==> config.mk <==
export PLATFORM = sky130hd
export DESIGN_NAME = sampled_input_debouncer_flat
export DESIGN_NICKNAME = d
export VERILOG_FILES = /design/src/rtl/sid_pkg.sv /design/src/rtl/sid_if.sv /design/src/rtl/sid_step.sv /design/src/rtl/sampled_input_debouncer.sv /design/src/flat_wrapper.sv
export VERILOG_INCLUDE_DIRS = /design/src /design/src/rtl
export SDC_FILE = /design/constraint.sdc
export NUM_CORES = 1
export LEC_CHECK = 0
export ABC_CLOCK_PERIOD_IN_PS = 9700
export BUFFER_PORTS_ARGS = -buffer_cell sky130_fd_sc_hd__buf_2
export CAP_MARGIN = 20
export CORE_MARGIN = 3
export CORE_UTILIZATION = 28
export CTS_BUF_LIST = sky130_fd_sc_hd__clkbuf_16
export DETAILED_ROUTE_END_ITERATION = 12
export GPL_ROUTABILITY_DRIVEN = 0
export PLACE_DENSITY = 0.46
export SLEW_MARGIN = 10
export SYNTH_ARGS = -nofsm -noshare
export SYNTH_HDL_FRONTEND = slang
export SYNTH_SLANG_ARGS = --single-unit
==> constraint.sdc <==
create_clock -name clk -period 9.7 [get_ports clk]
set_input_delay 0.97 -clock clk [delete_from_list [all_inputs] [get_ports clk]]
set_output_delay 0.97 -clock clk [all_outputs]
set_load 0.005 [all_outputs]
==> src/rtl/sampled_input_debouncer_defines.svh <==
// ----------------------------------------------------------------------------
// sampled_input_debouncer_defines: assertion macros
// Shared concurrent assertion forms, clocked on clk, disabled during reset.
// ----------------------------------------------------------------------------
`ifndef SAMPLED_INPUT_DEBOUNCER_DEFINES_SVH
`define SAMPLED_INPUT_DEBOUNCER_DEFINES_SVH

// same-cycle implication
`define SID_ASSERT_IMPL(lbl, ante, cons, msg) \
  lbl: assert property (@(posedge clk) disable iff (!rst_n) (ante) |-> (cons)) else $error(msg);

// next-cycle implication
`define SID_ASSERT_NEXT(lbl, ante, cons, msg) \
  lbl: assert property (@(posedge clk) disable iff (!rst_n) (ante) |=> (cons)) else $error(msg);

`endif

==> src/rtl/sid_pkg.sv <==
`timescale 1ns / 1ps
// ----------------------------------------------------------------------------
// sid_pkg: debouncer types and constants
// Item, result, configuration and state records plus code constants.
// ----------------------------------------------------------------------------
package sid_pkg;

  localparam int unsigned CNT_W   = 16;
  localparam int unsigned TIME_W  = 32;
  localparam int unsigned CFG_IDX_W = 2;

  // operation codes
  localparam logic OP_TICK = 1'b0;
  localparam logic OP_TAKE = 1'b1;

  // edge kinds asked for by a take
  localparam logic KIND_FALL = 1'b0;
  localparam logic KIND_RISE = 1'b1;

  // latched edge codes
  localparam logic [1:0] EDGE_NONE = 2'd0;
  localparam logic [1:0] EDGE_FALL = 2'd1;
  localparam logic [1:0] EDGE_RISE = 2'd2;

  // configuration register indexes
  localparam logic [CFG_IDX_W-1:0] REG_SAMPLE_PERIOD = 2'd0;
  localparam logic [CFG_IDX_W-1:0] REG_HIGH_COUNT    = 2'd1;
  localparam logic [CFG_IDX_W-1:0] REG_LOW_COUNT     = 2'd2;
  localparam logic [CFG_IDX_W-1:0] REG_INITIAL_LEVEL = 2'd3;

  // reset values
  localparam logic [CNT_W-1:0] RST_SAMPLE_PERIOD = 16'd10;
  localparam logic [CNT_W-1:0] RST_HIGH_COUNT    = 16'd3;
  localparam logic [CNT_W-1:0] RST_LOW_COUNT     = 16'd3;
  localparam logic             RST_LEVEL         = 1'b1;
  localparam logic [CNT_W-1:0] START_COUNTDOWN   = 16'd100;

  typedef struct packed {
    logic op;
    logic pin_level;
    logic edge_kind;
    logic query_level;
  } item_t;

  typedef struct packed {
    logic              level;
    logic [1:0]        pending_edge;
    logic              edge_taken;
    logic [TIME_W-1:0] time_in_level;
  } result_t;

  typedef struct packed {
    logic [CNT_W-1:0] sample_period;
    logic [CNT_W-1:0] high_count;
    logic [CNT_W-1:0] low_count;
  } cfg_t;

  typedef struct packed {
    logic [TIME_W-1:0] now_ms;
    logic [CNT_W-1:0]  countdown;
    logic [CNT_W-1:0]  high_run;
    logic [CNT_W-1:0]  low_run;
    logic              level;
    logic [1:0]        latched_edge;
    logic [TIME_W-1:0] high_stamp;
    logic [TIME_W-1:0] low_stamp;
  } state_t;

endpackage

==> src/rtl/sid_if.sv <==
`timescale 1ns / 1ps
// ----------------------------------------------------------------------------
// sid_if: debouncer channel interfaces
// Valid/ready channels for input items and result items.
// ----------------------------------------------------------------------------
interface sid_in_if;
  logic valid;
  logic ready;
  logic op;
  logic pin_level;
  logic edge_kind;
  logic query_level;

  modport source (output valid, output op, output pin_level, output edge_kind,
                  output query_level, input ready);
  modport sink (input valid, input op, input pin_level, input edge_kind,
                input query_level, output ready);
endinterface

interface sid_out_if;
  logic        valid;
  logic        ready;
  logic        level;
  logic [1:0]  pending_edge;
  logic        edge_taken;
  logic [31:0] time_in_level;

  modport source (output valid, output level, output pending_edge, output edge_taken,
                  output time_in_level, input ready);
  modport sink (input valid, input level, input pending_edge, input edge_taken,
                input time_in_level, output ready);
endinterface

==> src/rtl/sid_step.sv <==
`timescale 1ns / 1ps
// ----------------------------------------------------------------------------
// sid_step: one-item update of the debouncer
// Next state and result for a tick or a take, from current state and config.
// ----------------------------------------------------------------------------
module sid_step (
  input  sid_pkg::state_t  state_i,
  input  sid_pkg::cfg_t    cfg_i,
  input  sid_pkg::item_t   item_i,
  output sid_pkg::state_t  state_o,
  output sid_pkg::result_t result_o
);

  logic [sid_pkg::CNT_W:0] run_hi;
  logic [sid_pkg::CNT_W:0] run_lo;
  logic                    sample;
  logic [1:0]              want;
  logic                    taken;
  logic [sid_pkg::TIME_W-1:0] stamp;

  assign run_hi = {1'b0, state_i.high_run} + 17'd1;
  assign run_lo = {1'b0, state_i.low_run} + 17'd1;
  assign sample = (item_i.op == sid_pkg::OP_TICK) && (state_i.countdown <= 16'd1);
  assign want   = (item_i.edge_kind == sid_pkg::KIND_RISE) ? sid_pkg::EDGE_RISE
                                                           : sid_pkg::EDGE_FALL;

  always_comb begin
    state_o = state_i;
    taken   = 1'b0;
    if (item_i.op == sid_pkg::OP_TICK) begin
      state_o.now_ms = state_i.now_ms + 32'd1;
      if (sample) begin
        state_o.countdown = cfg_i.sample_period;
        if (item_i.pin_level) begin
          if (run_hi == {1'b0, cfg_i.high_count}) begin
            if (!state_i.level) state_o.latched_edge = sid_pkg::EDGE_RISE;
            state_o.level      = 1'b1;
            state_o.high_stamp = state_o.now_ms;
          end
          if (run_hi >= {1'b0, cfg_i.high_count}) begin
            state_o.low_run  = '0;
            state_o.high_run = cfg_i.high_count;
          end else begin
            state_o.high_run = run_hi[sid_pkg::CNT_W-1:0];
          end
        end else begin
          if (run_lo == {1'b0, cfg_i.low_count}) begin
            if (state_i.level) state_o.latched_edge = sid_pkg::EDGE_FALL;
            state_o.level     = 1'b0;
            state_o.low_stamp = state_o.now_ms;
          end
          if (run_lo >= {1'b0, cfg_i.low_count}) begin
            state_o.high_run = '0;
            state_o.low_run  = cfg_i.low_count;
          end else begin
            state_o.low_run = run_lo[sid_pkg::CNT_W-1:0];
          end
        end
      end else begin
        state_o.countdown = state_i.countdown - 16'd1;
      end
    end else if (state_i.latched_edge == want) begin
      state_o.latched_edge = sid_pkg::EDGE_NONE;
      taken                = 1'b1;
    end
  end

  assign stamp = state_o.level ? state_o.high_stamp : state_o.low_stamp;

  always_comb begin
    result_o.level         = state_o.level;
    result_o.pending_edge  = state_o.latched_edge;
    result_o.edge_taken    = taken;
    result_o.time_in_level = (item_i.query_level == state_o.level)
                             ? state_o.now_ms - stamp : '0;
  end

endmodule

==> src/rtl/sampled_input_debouncer.sv <==
`timescale 1ns / 1ps
// ----------------------------------------------------------------------------
// sampled_input_debouncer: counter debounce with edge latch
// Debounces one pin on millisecond ticks, latches edges, reports level time.
// ----------------------------------------------------------------------------
//
// channel  dir  handshake          payload
// -------  ---  -----------------  ----------------------------------------
// in_ch    in   valid/ready        op, pin_level, edge_kind, query_level
// out_ch   out  valid/ready        level, pending_edge, edge_taken,
//                                  time_in_level
// cfg_*    in   cfg_we, no wait    cfg_index (2b), cfg_data (16b)
//
// Throughput: one item per clock while out_ch.ready holds; each item passes the input
//   register, then the update logic writes state and the result register together.
// The state update is one short cone (16-bit compares, 32-bit increment and
//   subtract), so an item may use the state left by the one just before it.
// Reset: synchronous, active low; state and config to their defaults,
//   countdown to 100, level high, no edge latched.
// Stalls: a held result blocks the update stage only; one more item waits
//   in the input register, after which in_ch.ready drops.
//
`include "sampled_input_debouncer_defines.svh"

module sampled_input_debouncer (
  input  logic                             clk,
  input  logic                             rst_n,
  input  logic                             cfg_we,
  input  logic [sid_pkg::CFG_IDX_W-1:0]    cfg_index,
  input  logic [sid_pkg::CNT_W-1:0]        cfg_data,
  sid_in_if.sink                           in_ch,
  sid_out_if.source                        out_ch
);

  // configuration
  sid_pkg::cfg_t   cfg_r;
  logic            init_level_r;

  // debouncer state
  sid_pkg::state_t state_r;
  sid_pkg::state_t state_nxt;

  // input register
  logic            s1_valid_r;
  sid_pkg::item_t  s1_item_r;

  // result register
  logic             out_valid_r;
  sid_pkg::result_t out_res_r;
  sid_pkg::result_t res_nxt;

  logic fire;

  // update stage moves when the result slot is free or being emptied
  assign fire         = s1_valid_r && (!out_valid_r || out_ch.ready);
  assign in_ch.ready  = !s1_valid_r || fire;

  sid_step u_step (
    .state_i  (state_r),
    .cfg_i    (cfg_r),
    .item_i   (s1_item_r),
    .state_o  (state_nxt),
    .result_o (res_nxt)
  );

  // control, state and configuration
  always_ff @(posedge clk) begin
    if (!rst_n) begin
      s1_valid_r            <= 1'b0;
      out_valid_r           <= 1'b0;
      cfg_r.sample_period   <= sid_pkg::RST_SAMPLE_PERIOD;
      cfg_r.high_count      <= sid_pkg::RST_HIGH_COUNT;
      cfg_r.low_count       <= sid_pkg::RST_LOW_COUNT;
      init_level_r          <= sid_pkg::RST_LEVEL;
      state_r.now_ms        <= '0;
      state_r.countdown     <= sid_pkg::START_COUNTDOWN;
      state_r.high_run      <= '0;
      state_r.low_run       <= '0;
      state_r.level         <= sid_pkg::RST_LEVEL;
      state_r.latched_edge  <= sid_pkg::EDGE_NONE;
      state_r.high_stamp    <= '0;
      state_r.low_stamp     <= '0;
    end else begin
      if (in_ch.ready) s1_valid_r <= in_ch.valid;
      if (fire) begin
        out_valid_r <= 1'b1;
        state_r     <= state_nxt;
      end else if (out_ch.ready) begin
        out_valid_r <= 1'b0;
      end
      // the user must keep writes to idle times, unchecked by the block; the period write reloads the countdown
      if (cfg_we) begin
        unique case (cfg_index)
          sid_pkg::REG_SAMPLE_PERIOD: begin
            cfg_r.sample_period <= cfg_data;
            state_r.countdown   <= cfg_data;
          end
          sid_pkg::REG_HIGH_COUNT: begin
            cfg_r.high_count <= cfg_data;
          end
          sid_pkg::REG_LOW_COUNT: begin
            cfg_r.low_count <= cfg_data;
          end
          sid_pkg::REG_INITIAL_LEVEL: begin
            init_level_r  <= cfg_data[0];
            state_r.level <= cfg_data[0];
          end
          default: begin
          end
        endcase
      end
    end
  end

  // payload registers
  always_ff @(posedge clk) begin
    if (in_ch.ready) begin
      s1_item_r.op          <= in_ch.op;
      s1_item_r.pin_level   <= in_ch.pin_level;
      s1_item_r.edge_kind   <= in_ch.edge_kind;
      s1_item_r.query_level <= in_ch.query_level;
    end
    if (fire) out_res_r <= res_nxt;
  end

  assign out_ch.valid         = out_valid_r;
  assign out_ch.level         = out_res_r.level;
  assign out_ch.pending_edge  = out_res_r.pending_edge;
  assign out_ch.edge_taken    = out_res_r.edge_taken;
  assign out_ch.time_in_level = out_res_r.time_in_level;

  // init_level_r holds the last written assumed level; it has no reader
  // beyond this check, which ties a fresh write to the debounced level.
  `SID_ASSERT_NEXT(a_init_sets_level, cfg_we && (cfg_index == sid_pkg::REG_INITIAL_LEVEL), state_r.level == init_level_r, "initial_level write did not set level")

  `SID_ASSERT_IMPL(a_edge_code, 1'b1, state_r.latched_edge != 2'd3, "latched edge holds an unused code")

  `SID_ASSERT_IMPL(a_taken_clears, out_valid_r && out_res_r.edge_taken, out_res_r.pending_edge == sid_pkg::EDGE_NONE, "taken edge still pending")

  `SID_ASSERT_NEXT(a_tick_advances, fire && (s1_item_r.op == sid_pkg::OP_TICK) && !cfg_we, state_r.now_ms == $past(state_r.now_ms) + 32'd1, "tick did not advance time")

  `SID_ASSERT_IMPL(a_empty_ready, !s1_valid_r, in_ch.ready, "empty input register not ready")

endmodule
==> src/flat_wrapper.sv <==
// flat-port wrapper written by rule: the top's interface ports become plain ports
module sampled_input_debouncer_flat 
  (clk, rst_n, cfg_we, cfg_index, cfg_data, in_ch_valid, in_ch_op, in_ch_pin_level, in_ch_edge_kind, in_ch_query_level, in_ch_ready, out_ch_valid, out_ch_level, out_ch_pending_edge, out_ch_edge_taken, out_ch_time_in_level, out_ch_ready);
  sid_in_if in_ch_i ();
  sid_out_if out_ch_i ();
  input  logic clk;
  input  logic rst_n;
  input  logic cfg_we;
  input  logic [sid_pkg::CFG_IDX_W-1:0] cfg_index;
  input  logic [sid_pkg::CNT_W-1:0] cfg_data;
  input wire logic [$bits(in_ch_i.valid)-1:0] in_ch_valid;
  input wire logic [$bits(in_ch_i.op)-1:0] in_ch_op;
  input wire logic [$bits(in_ch_i.pin_level)-1:0] in_ch_pin_level;
  input wire logic [$bits(in_ch_i.edge_kind)-1:0] in_ch_edge_kind;
  input wire logic [$bits(in_ch_i.query_level)-1:0] in_ch_query_level;
  output wire logic [$bits(in_ch_i.ready)-1:0] in_ch_ready;
  output wire logic [$bits(out_ch_i.valid)-1:0] out_ch_valid;
  output wire logic [$bits(out_ch_i.level)-1:0] out_ch_level;
  output wire logic [$bits(out_ch_i.pending_edge)-1:0] out_ch_pending_edge;
  output wire logic [$bits(out_ch_i.edge_taken)-1:0] out_ch_edge_taken;
  output wire logic [$bits(out_ch_i.time_in_level)-1:0] out_ch_time_in_level;
  input wire logic [$bits(out_ch_i.ready)-1:0] out_ch_ready;
  assign in_ch_i.valid = in_ch_valid;
  assign in_ch_i.op = in_ch_op;
  assign in_ch_i.pin_level = in_ch_pin_level;
  assign in_ch_i.edge_kind = in_ch_edge_kind;
  assign in_ch_i.query_level = in_ch_query_level;
  assign in_ch_ready = in_ch_i.ready;
  assign out_ch_valid = out_ch_i.valid;
  assign out_ch_level = out_ch_i.level;
  assign out_ch_pending_edge = out_ch_i.pending_edge;
  assign out_ch_edge_taken = out_ch_i.edge_taken;
  assign out_ch_time_in_level = out_ch_i.time_in_level;
  assign out_ch_i.ready = out_ch_ready;
  sampled_input_debouncer u_core (.clk(clk), .rst_n(rst_n), .cfg_we(cfg_we), .cfg_index(cfg_index), .cfg_data(cfg_data), .in_ch(in_ch_i), .out_ch(out_ch_i));
endmodule
# ---- After elaboration in Yosys (flattened, before gate mapping)
# Index checks and enable logic that the tools add are counted.
dict set report classes {
  eq_ne 8
  n_reduce_logical 14
  bitwise_logic 1
  mux 30
  order_cmp 3
  addsub 5
}
# cell count
set op_table {}
lappend op_table {{$mux 35} 4}
lappend op_table {{$mux 32} 4}
lappend op_table {{$mux 115} 1}
lappend op_table {{$mux 16} 7}
lappend op_table {{$mux 99} 1}
lappend op_table {{$mux 81} 1}
lappend op_table {{$mux 64} 1}
lappend op_table {{$add 16x1->17 const B} 2}
lappend op_table {{$eq 17x16->1} 2}
lappend op_table {{$ge 17x16->1} 2}
lappend op_table {{$add 32x1->32 const B} 1}
lappend op_table {{$sub 32x32->32} 1}
lappend op_table {{$le 16x1->1 const B} 1}
lappend op_table {{$sub 16x1->16 const B} 1}
lappend op_table {{$mux 2} 5}
lappend op_table {{$reduce_and 4->1} 2}
lappend op_table {{$reduce_and 2->1} 3}
lappend op_table {{$mux 1} 5}
lappend op_table {{$eq 2x2->1 const B} 2}
lappend op_table {{$reduce_bool 2->1} 2}
lappend op_table {{$mux 3} 1}
lappend op_table {{$eq 2x1->1 const B} 1}
lappend op_table {{$eq 2x2->1} 1}
lappend op_table {{$logic_and 1x1->1} 2}
lappend op_table {{other kinds (6)} 8}
dict set report word_totals {
  in_bits 27
  reg_bits 237
  output_inout_bits 38
  elab_cells 82
}

# ---- Longest topological paths before layout
dict set report depth {
  word_depth 11
  depth_mapped 27
  ltp_nobuf 25
}

# ---- Modules after synthesis
# From an unflattened synthesis, not the netlist that was laid out.
dict set report hier_totals {
  cells_unflattened 1976
  hier_area_um2 15098.2
}
# mod cells_per_inst n_inst seq_area_each_um2 area_per_inst_um2
set modules_own_cells {}
lappend modules_own_cells {sampled_input_debouncer 926 1 5144.9 8574.5}
lappend modules_own_cells {sid_step 1050 1 0.0 6523.8}

# ---- Worst setup path after synthesis
# OpenSTA, ideal clock, no wires.
dict set report synth_path {
  path_type {register -> register}
  start {register u_core.state_r[67] (netlist name)}
  end {register u_core.out_res_r (netlist bit u_core.out_ch.time_in_level[22]) (data pin)}
  t_required_ns 9.446
  path_slack_ns 3.605
  period_less_slack_ns 6.095
  setup_time_ns 0.254
  path_buffers 2
  stages_incl_launch_ff 27
  t_arrival_ns 5.841
  cell_sequence {dfxtp_1 ha_1 and3_1 nand3_1 nor2b_1 nand2_1 xnor2_1 ha_1 nand4_1 or2_2 or4_1 or4_4 and2_1 buf_2 buf_2 mux2i_1 ha_1 inv_1 fa_1 a21o_1 a221o_1 a211oi_1 nor3_1 or3_1 a21oi_1 xnor2_1 nor2_1}
}
dict set report synth_via {
  elab_chain_len 8
  elab_cells_between_ends 12
  classes_between {add/sub (2); eq/ne (2); mux (8)}
}
# item line
set synth_lines {}
lappend synth_lines {{from (decl)} sampled_input_debouncer.sv:40} ;# sid_pkg::state_t state_r;
lappend synth_lines {{from (signal assigned)} sampled_input_debouncer.sv:87} ;# state_r <= state_nxt;
lappend synth_lines {{$add 16x1->17 (*)} sid_step.sv:22} ;# assign run_lo = {1'b0, state_i.low_run} + 17'd1;
lappend synth_lines {{$eq 17x16->1 (*)} sid_step.sv:47} ;# if (run_lo == {1'b0, cfg_i.low_count}) begin
lappend synth_lines {{$mux 32 / $mux 3 (equally long branches)} sid_step.sv:47}
lappend synth_lines {{$mux 32 / $mux 35 (equally long branches)} sid_step.sv:34} ;# if (item_i.pin_level) begin
lappend synth_lines {{$mux 99 (*)} sid_step.sv:32} ;# if (sample) begin
lappend synth_lines {{$mux 64 / $mux 81 (equally long branches)} sid_step.sv:30} ;# if (item_i.op == sid_pkg::OP_TICK) begin
lappend synth_lines {{$mux 32} sid_step.sv:68} ;# assign stamp = state_o.level ? state_o.high_stamp : state_o.low_stamp;
lappend synth_lines {{$sub 32x32->32} sid_step.sv:75} ;# ? state_o.now_ms - stamp : '0;
lappend synth_lines {{to (signal assigned)} sampled_input_debouncer.sv:123} ;# if (fire) out_res_r <= res_nxt;
lappend synth_lines {{to (decl)} sampled_input_debouncer.sv:49} ;# sid_pkg::result_t out_res_r;
# Mark *: on every way between the ends. The rest lies on a longest branch, timed or not.
# A chain may end at the register's enable or synchronous reset.

# ---- Worst setup path in the final report
dict set report layout_path {
  start {register u_core.state_r[67] (netlist name)}
  end {register u_core.out_res_r (netlist bit u_core.out_ch.time_in_level[20]) (data pin)}
}
# The elaborated chain is that of the path after synthesis.

==> flow_summary.rst <==
.. list-table::
   :header-rows: 1

   * - Metric
     - Value
   * - Total wire length
     - between 30 and 40 mm
   * - Vias per std cell
     - 4.92
   * - Reg power frac
     - 0.454
   * - Worst Reg2Reg Path Length in Cells
     - 24
   * - Placeable Area
     - roughly 49000 um2
   * - Antenna violations before repair
     - 0
   * - Register bit count reported by yosys
     - around 240
   * - Minimum period implied by the final worst setup slack
     - a little under 7 ns
   * - Number of instances in the synthesized netlist
     - approximately 1700
   * - Antenna-violating nets left
     - 0
   * - Largest net degree at the start of global routing
     - a little under 80
   * - Final Setup Violations
     - 0
   * - Maximum resistive drop on vdd
     - approximately 0.00014 V
   * - CTS clk-pin slew, worst paths
     - approximately 0.060 ns
   * - Power density over the cells
     - 143 nW/um2
   * - Part of the power in combinational logic
     - 0.066
   * - Summed instance area of the synthesized netlist
     - approximately 14000 um2
   * - Number of synthesized flops with an enable pin
     - 40
   * - Count of distinct cell types in the synthesized netlist
     - 70
   * - Cell breakdown of the critical path
     - ha_1 > and3_1 > nand3_1 > nor2b_1 > nand2_1 > xnor2_1 > ha_1 > nand4_1 > or2_2 > or4_1 > or4_4 > and2_2 > buf_4 > nand2_1 > o21ai_0 > ha_1 > a21o_1 > a221o_1 > a211oi_1 > nor3b_1 > o21ai_0 > a21boi_0 > nor3_1 > nor3_1
   * - Net count reported at finish
     - 1832
   * - Via Count
     - around 12000
   * - Adder-cell area share of the yosys netlist
     - 0.0617
   * - RSZ-0062 raised after global routing
     - no
   * - Synthesized-area fraction occupied by ao, oa, aoi and oai cells
     - 0.156
   * - Resize count post-CTS
     - 0
   * - Die Ht
     - ~230 um
   * - FFs w/ async S/R, synth
     - 0
   * - Critical path capture point type
     - flip-flop
   * - Fraction of synthesized area in multiplexers
     - 0.0703
   * - Top_reg_cell synth
     - sky130_fd_sc_hd__dfxtp_1
   * - Post-CTS Setup Bufs
     - 0
   * - Number of endpoints with negative hold slack in the final report
     - 0
   * - Leak Pwr
     - about 0.0065 uW
   * - GRT overflow
     - 0
   * - Number of antenna cells inserted
     - 0
   * - Overall fraction of global-route tracks in use
     - 0.148
   * - Busiest layer in global routing
     - met2
   * - Buffer and inverter count on the worst path
     - 1
   * - Max-cap violations
     - 0
   * - Skew final
     - 0.0233 ns
   * - Ratio of cells with drive above 1 in the final layout
     - 0.101
   * - Net Sw Power
     - between 500 and 600 uW
   * - Total CTS buffers
     - 30
   * - Drc violations
     - 0
   * - Most common cell on crit path
     - sky130_fd_sc_hd__ha_1
   * - Horizontal extent of the die
     - approximately 230 um
   * - Maximum buffer depth of the clock tree
     - 3
   * - Cell at the slowest stage of the critical path
     - sky130_fd_sc_hd__or4_1
   * - M1 GR Usage
     - 0.207
   * - CTS root buf
     - sky130_fd_sc_hd__clkbuf_16
   * - Type of the worst min-delay path
     - reg2reg
   * - Met3 Resource Use GR
     - 0.0195
   * - Period utilization
     - 0.710
   * - Worst path arrival time
     - just over 7 ns
   * - Register area share after synthesis
     - 0.364
   * - Site row count
     - 81
   * - Clock power share
     - 0.480
   * - Starting utilization of the core area
     - 0.286
   * - Detailed placer's ending HPWL
     - around 28 mm
   * - Largest area contributor in the netlist
     - sky130_fd_sc_hd__dfxtp_1
   * - Cell count along the critical path
     - 24
   * - Post-synth top area share
     - 0.279
   * - Buffers added on ports
     - 64
   * - Outcome
     - finished clean
   * - CTS sink cnt
     - 237
   * - CTS Hold Buffers Added
     - 0
   * - Biggest cell delay along the critical path
     - between 0.5 and 0.6 ns
   * - Final routed wire length divided by cell count
     - between 15 and 20 um
   * - Xor and xnor fraction of the mapped netlist area
     - 0.0849
   * - Fmax
     - around 150 MHz
   * - Cells taking the most area after synthesis
     - sky130_fd_sc_hd__dfxtp_1 (28%), sky130_fd_sc_hd__edfxtp_1 (8.5%), sky130_fd_sc_hd__nand2_1 (6.7%)
   * - DR pass1 iterations
     - 5
   * - First-pass GRT wire length
     - 64.0 mm
   * - Total design power
     - between 2000 and 2500 uW
   * - Worst setup SP type
     - flip-flop
   * - Avg Inst Size Synth
     - between 8 and 9 um2
   * - Vias in the first global route
     - between 10000 and 15000
   * - Warnings, synthesis
     - 0
   * - Least-Margin Pin Slew
     - 1.01 ns
   * - Count of routing violations after the opening detailed-route iteration
     - between 600 and 700
   * - H-Tree Level Count
     - 1
   * - Max Transition Viols Final
     - 0
   * - I/O Pins
     - between 60 and 70
   * - Relative slew margins
     - 0.325
   * - TritonCTS clock tree
     - yes
   * - CP delay by family, top
     - simple AND/OR/NAND/NOR gates
   * - Internal Pwr Total
     - roughly 1700 uW
   * - DIE AREA
     - between 50000 and 60000 um2
   * - Worst-Skew Late Latency
     - roughly 0.57 ns
   * - Worst-path fanout max
     - 38
   * - Area growth syn-to-layout
     - 13.1%
   * - Combinational family with the most area after synthesis
     - simple AND/OR/NAND/NOR gates
   * - Proportion of total power due to net switching
     - 0.246
   * - Critical path type
     - reg2reg
   * - Met2 GRT Util
     - 0.243
   * - Required time at the endpoint of the critical path
     - 10.00 ns
   * - Fin Setup TNS
     - 0 ns
   * - Number of stages on the worst hold path
     - 2
   * - Net Count, Synth
     - about 1800
   * - Reg-to-reg slack, setup
     - about 2.8 ns
   * - Synth Area in Simple Gates
     - 0.212
-- per-layer routing --
metal / vias up / wire length (um)
met2: 220 / 18000
met3: 43 / 1620
li1: 6033 / -
met4: 0 / 664
met1: 5636 / 19500
met5: - / 0
-- Yosys cell counts (3+ instances only) --
| master | n |
|---|---|
| sky130_fd_sc_hd__a211oi_1 | 34 |
| sky130_fd_sc_hd__a21o_1 | 27 |
| sky130_fd_sc_hd__a21oi_1 | 139 |
| sky130_fd_sc_hd__a221o_1 | 3 |
| sky130_fd_sc_hd__a31oi_1 | 18 |
| sky130_fd_sc_hd__and2_1 | 14 |
| sky130_fd_sc_hd__and3_1 | 21 |
| sky130_fd_sc_hd__and4_1 | 11 |
| sky130_fd_sc_hd__buf_1 | 5 |
| sky130_fd_sc_hd__buf_2 | 18 |
| sky130_fd_sc_hd__clkbuf_1 | 80 |
| sky130_fd_sc_hd__dfxtp_1 | 197 |
| sky130_fd_sc_hd__edfxtp_1 | 40 |
| sky130_fd_sc_hd__ha_1 | 68 |
| sky130_fd_sc_hd__inv_1 | 69 |
| sky130_fd_sc_hd__mux2_2 | 17 |
| sky130_fd_sc_hd__mux2i_1 | 80 |
| sky130_fd_sc_hd__nand2_1 | 252 |
| sky130_fd_sc_hd__nand2b_1 | 6 |
| sky130_fd_sc_hd__nand3_1 | 47 |
| sky130_fd_sc_hd__nand4_1 | 23 |
| sky130_fd_sc_hd__nor2_1 | 178 |
| sky130_fd_sc_hd__nor2b_1 | 9 |
| sky130_fd_sc_hd__nor3_1 | 29 |
| sky130_fd_sc_hd__nor3b_1 | 6 |
| sky130_fd_sc_hd__nor4_1 | 12 |
| sky130_fd_sc_hd__o211ai_1 | 7 |
| sky130_fd_sc_hd__o21a_1 | 6 |
| sky130_fd_sc_hd__o21ai_0 | 83 |
| sky130_fd_sc_hd__o21bai_1 | 4 |
| sky130_fd_sc_hd__o22ai_1 | 16 |
| sky130_fd_sc_hd__o31ai_1 | 3 |
| sky130_fd_sc_hd__or2_2 | 5 |
| sky130_fd_sc_hd__or3_1 | 17 |
| sky130_fd_sc_hd__or4_1 | 5 |
| sky130_fd_sc_hd__xnor2_1 | 68 |
| sky130_fd_sc_hd__xor2_1 | 67 |
-- cells by family after synthesis --
kind of cell / after synthesis
buffers and inverters: 178
multiplexers: 97
flip-flops: 237
XOR/XNOR: 136
AND/OR/NAND/NOR: 647
adder cells (fa/ha/maj): 69
AO/OA/AOI/OAI: 365
-- power by group through the flow --
stage / Combinational (uW) / Sequential (uW) / Clock (uW)
2_1_floorplan: 104 / 1050 / 0
3_3_place_gp: 152 / 1060 / 0
3_5_place_dp: 153 / 1060 / 0
4_1_cts: 154 / 1040 / 1130
5_1_grt: 169 / 1040 / 1170
6_report: 152 / 1040 / 1100
-- sequential cells by signal, summed over array words and instances, names as in the netlist, 2 cells and up --
name,cells
u_core.s1_item_r,4
u_core.out_ch.pending_edge,2
u_core.state_r,147
u_core.out_ch.time_in_level,32
u_core.cfg_r,48
-- worst min-delay path: cells and delay by family (launching register included) --
family,cells,cell delay [ns]
and+or+nand+nor,1,0.05
AOI/OAI and AO/OA,1,0.05
DFF,1,0.30
-- final cells by class --
type	count	area, um2
fillers	5280	33400
multi-input cells	1314	8290
flip-flops and latches	237	5150
well taps	664	831
clock buffers	31	776
repair buffers	83	460
inverters	70	265
clock inverters	25	191
-- through the flow --
step           cells  setup WS, ns  utilization  hold slack (ns)  instance area (um2)
2_1_floorplan   1729          3.60            -            0.432                14100
3_3_place_gp    2365          2.90        0.303            0.437                15000
3_5_place_dp    2366          2.76        0.304            0.444                15000
6_report        2424          2.81        0.323            0.451                16000
5_1_grt         2424          2.29        0.323            0.466                16000
4_1_cts         2422          2.71        0.323            0.452                15900
-- cells in the final DEF, fill, tap and decap left out, drive strengths merged, types with 68 or more instances in the layout --
master	n
nand2	252
dfxtp	197
nor2	178
a21oi	139
o21ai	83
buf	82
mux2i	80
inv	79
xnor2	68
ha	68
xor2	68
-- worst paths after layout --
check	endpoint	startpoint
worst max-delay path	u_core.out_ch.time_in_level[20]	u_core.state_r[67]
worst min-delay path	u_core.state_r[35]	u_core.state_r[35]
worst max register to register	u_core.out_ch.time_in_level[20]	u_core.state_r[67]
worst min register to register	u_core.state_r[35]	u_core.state_r[35]
(Power assumes the default switching activity.)
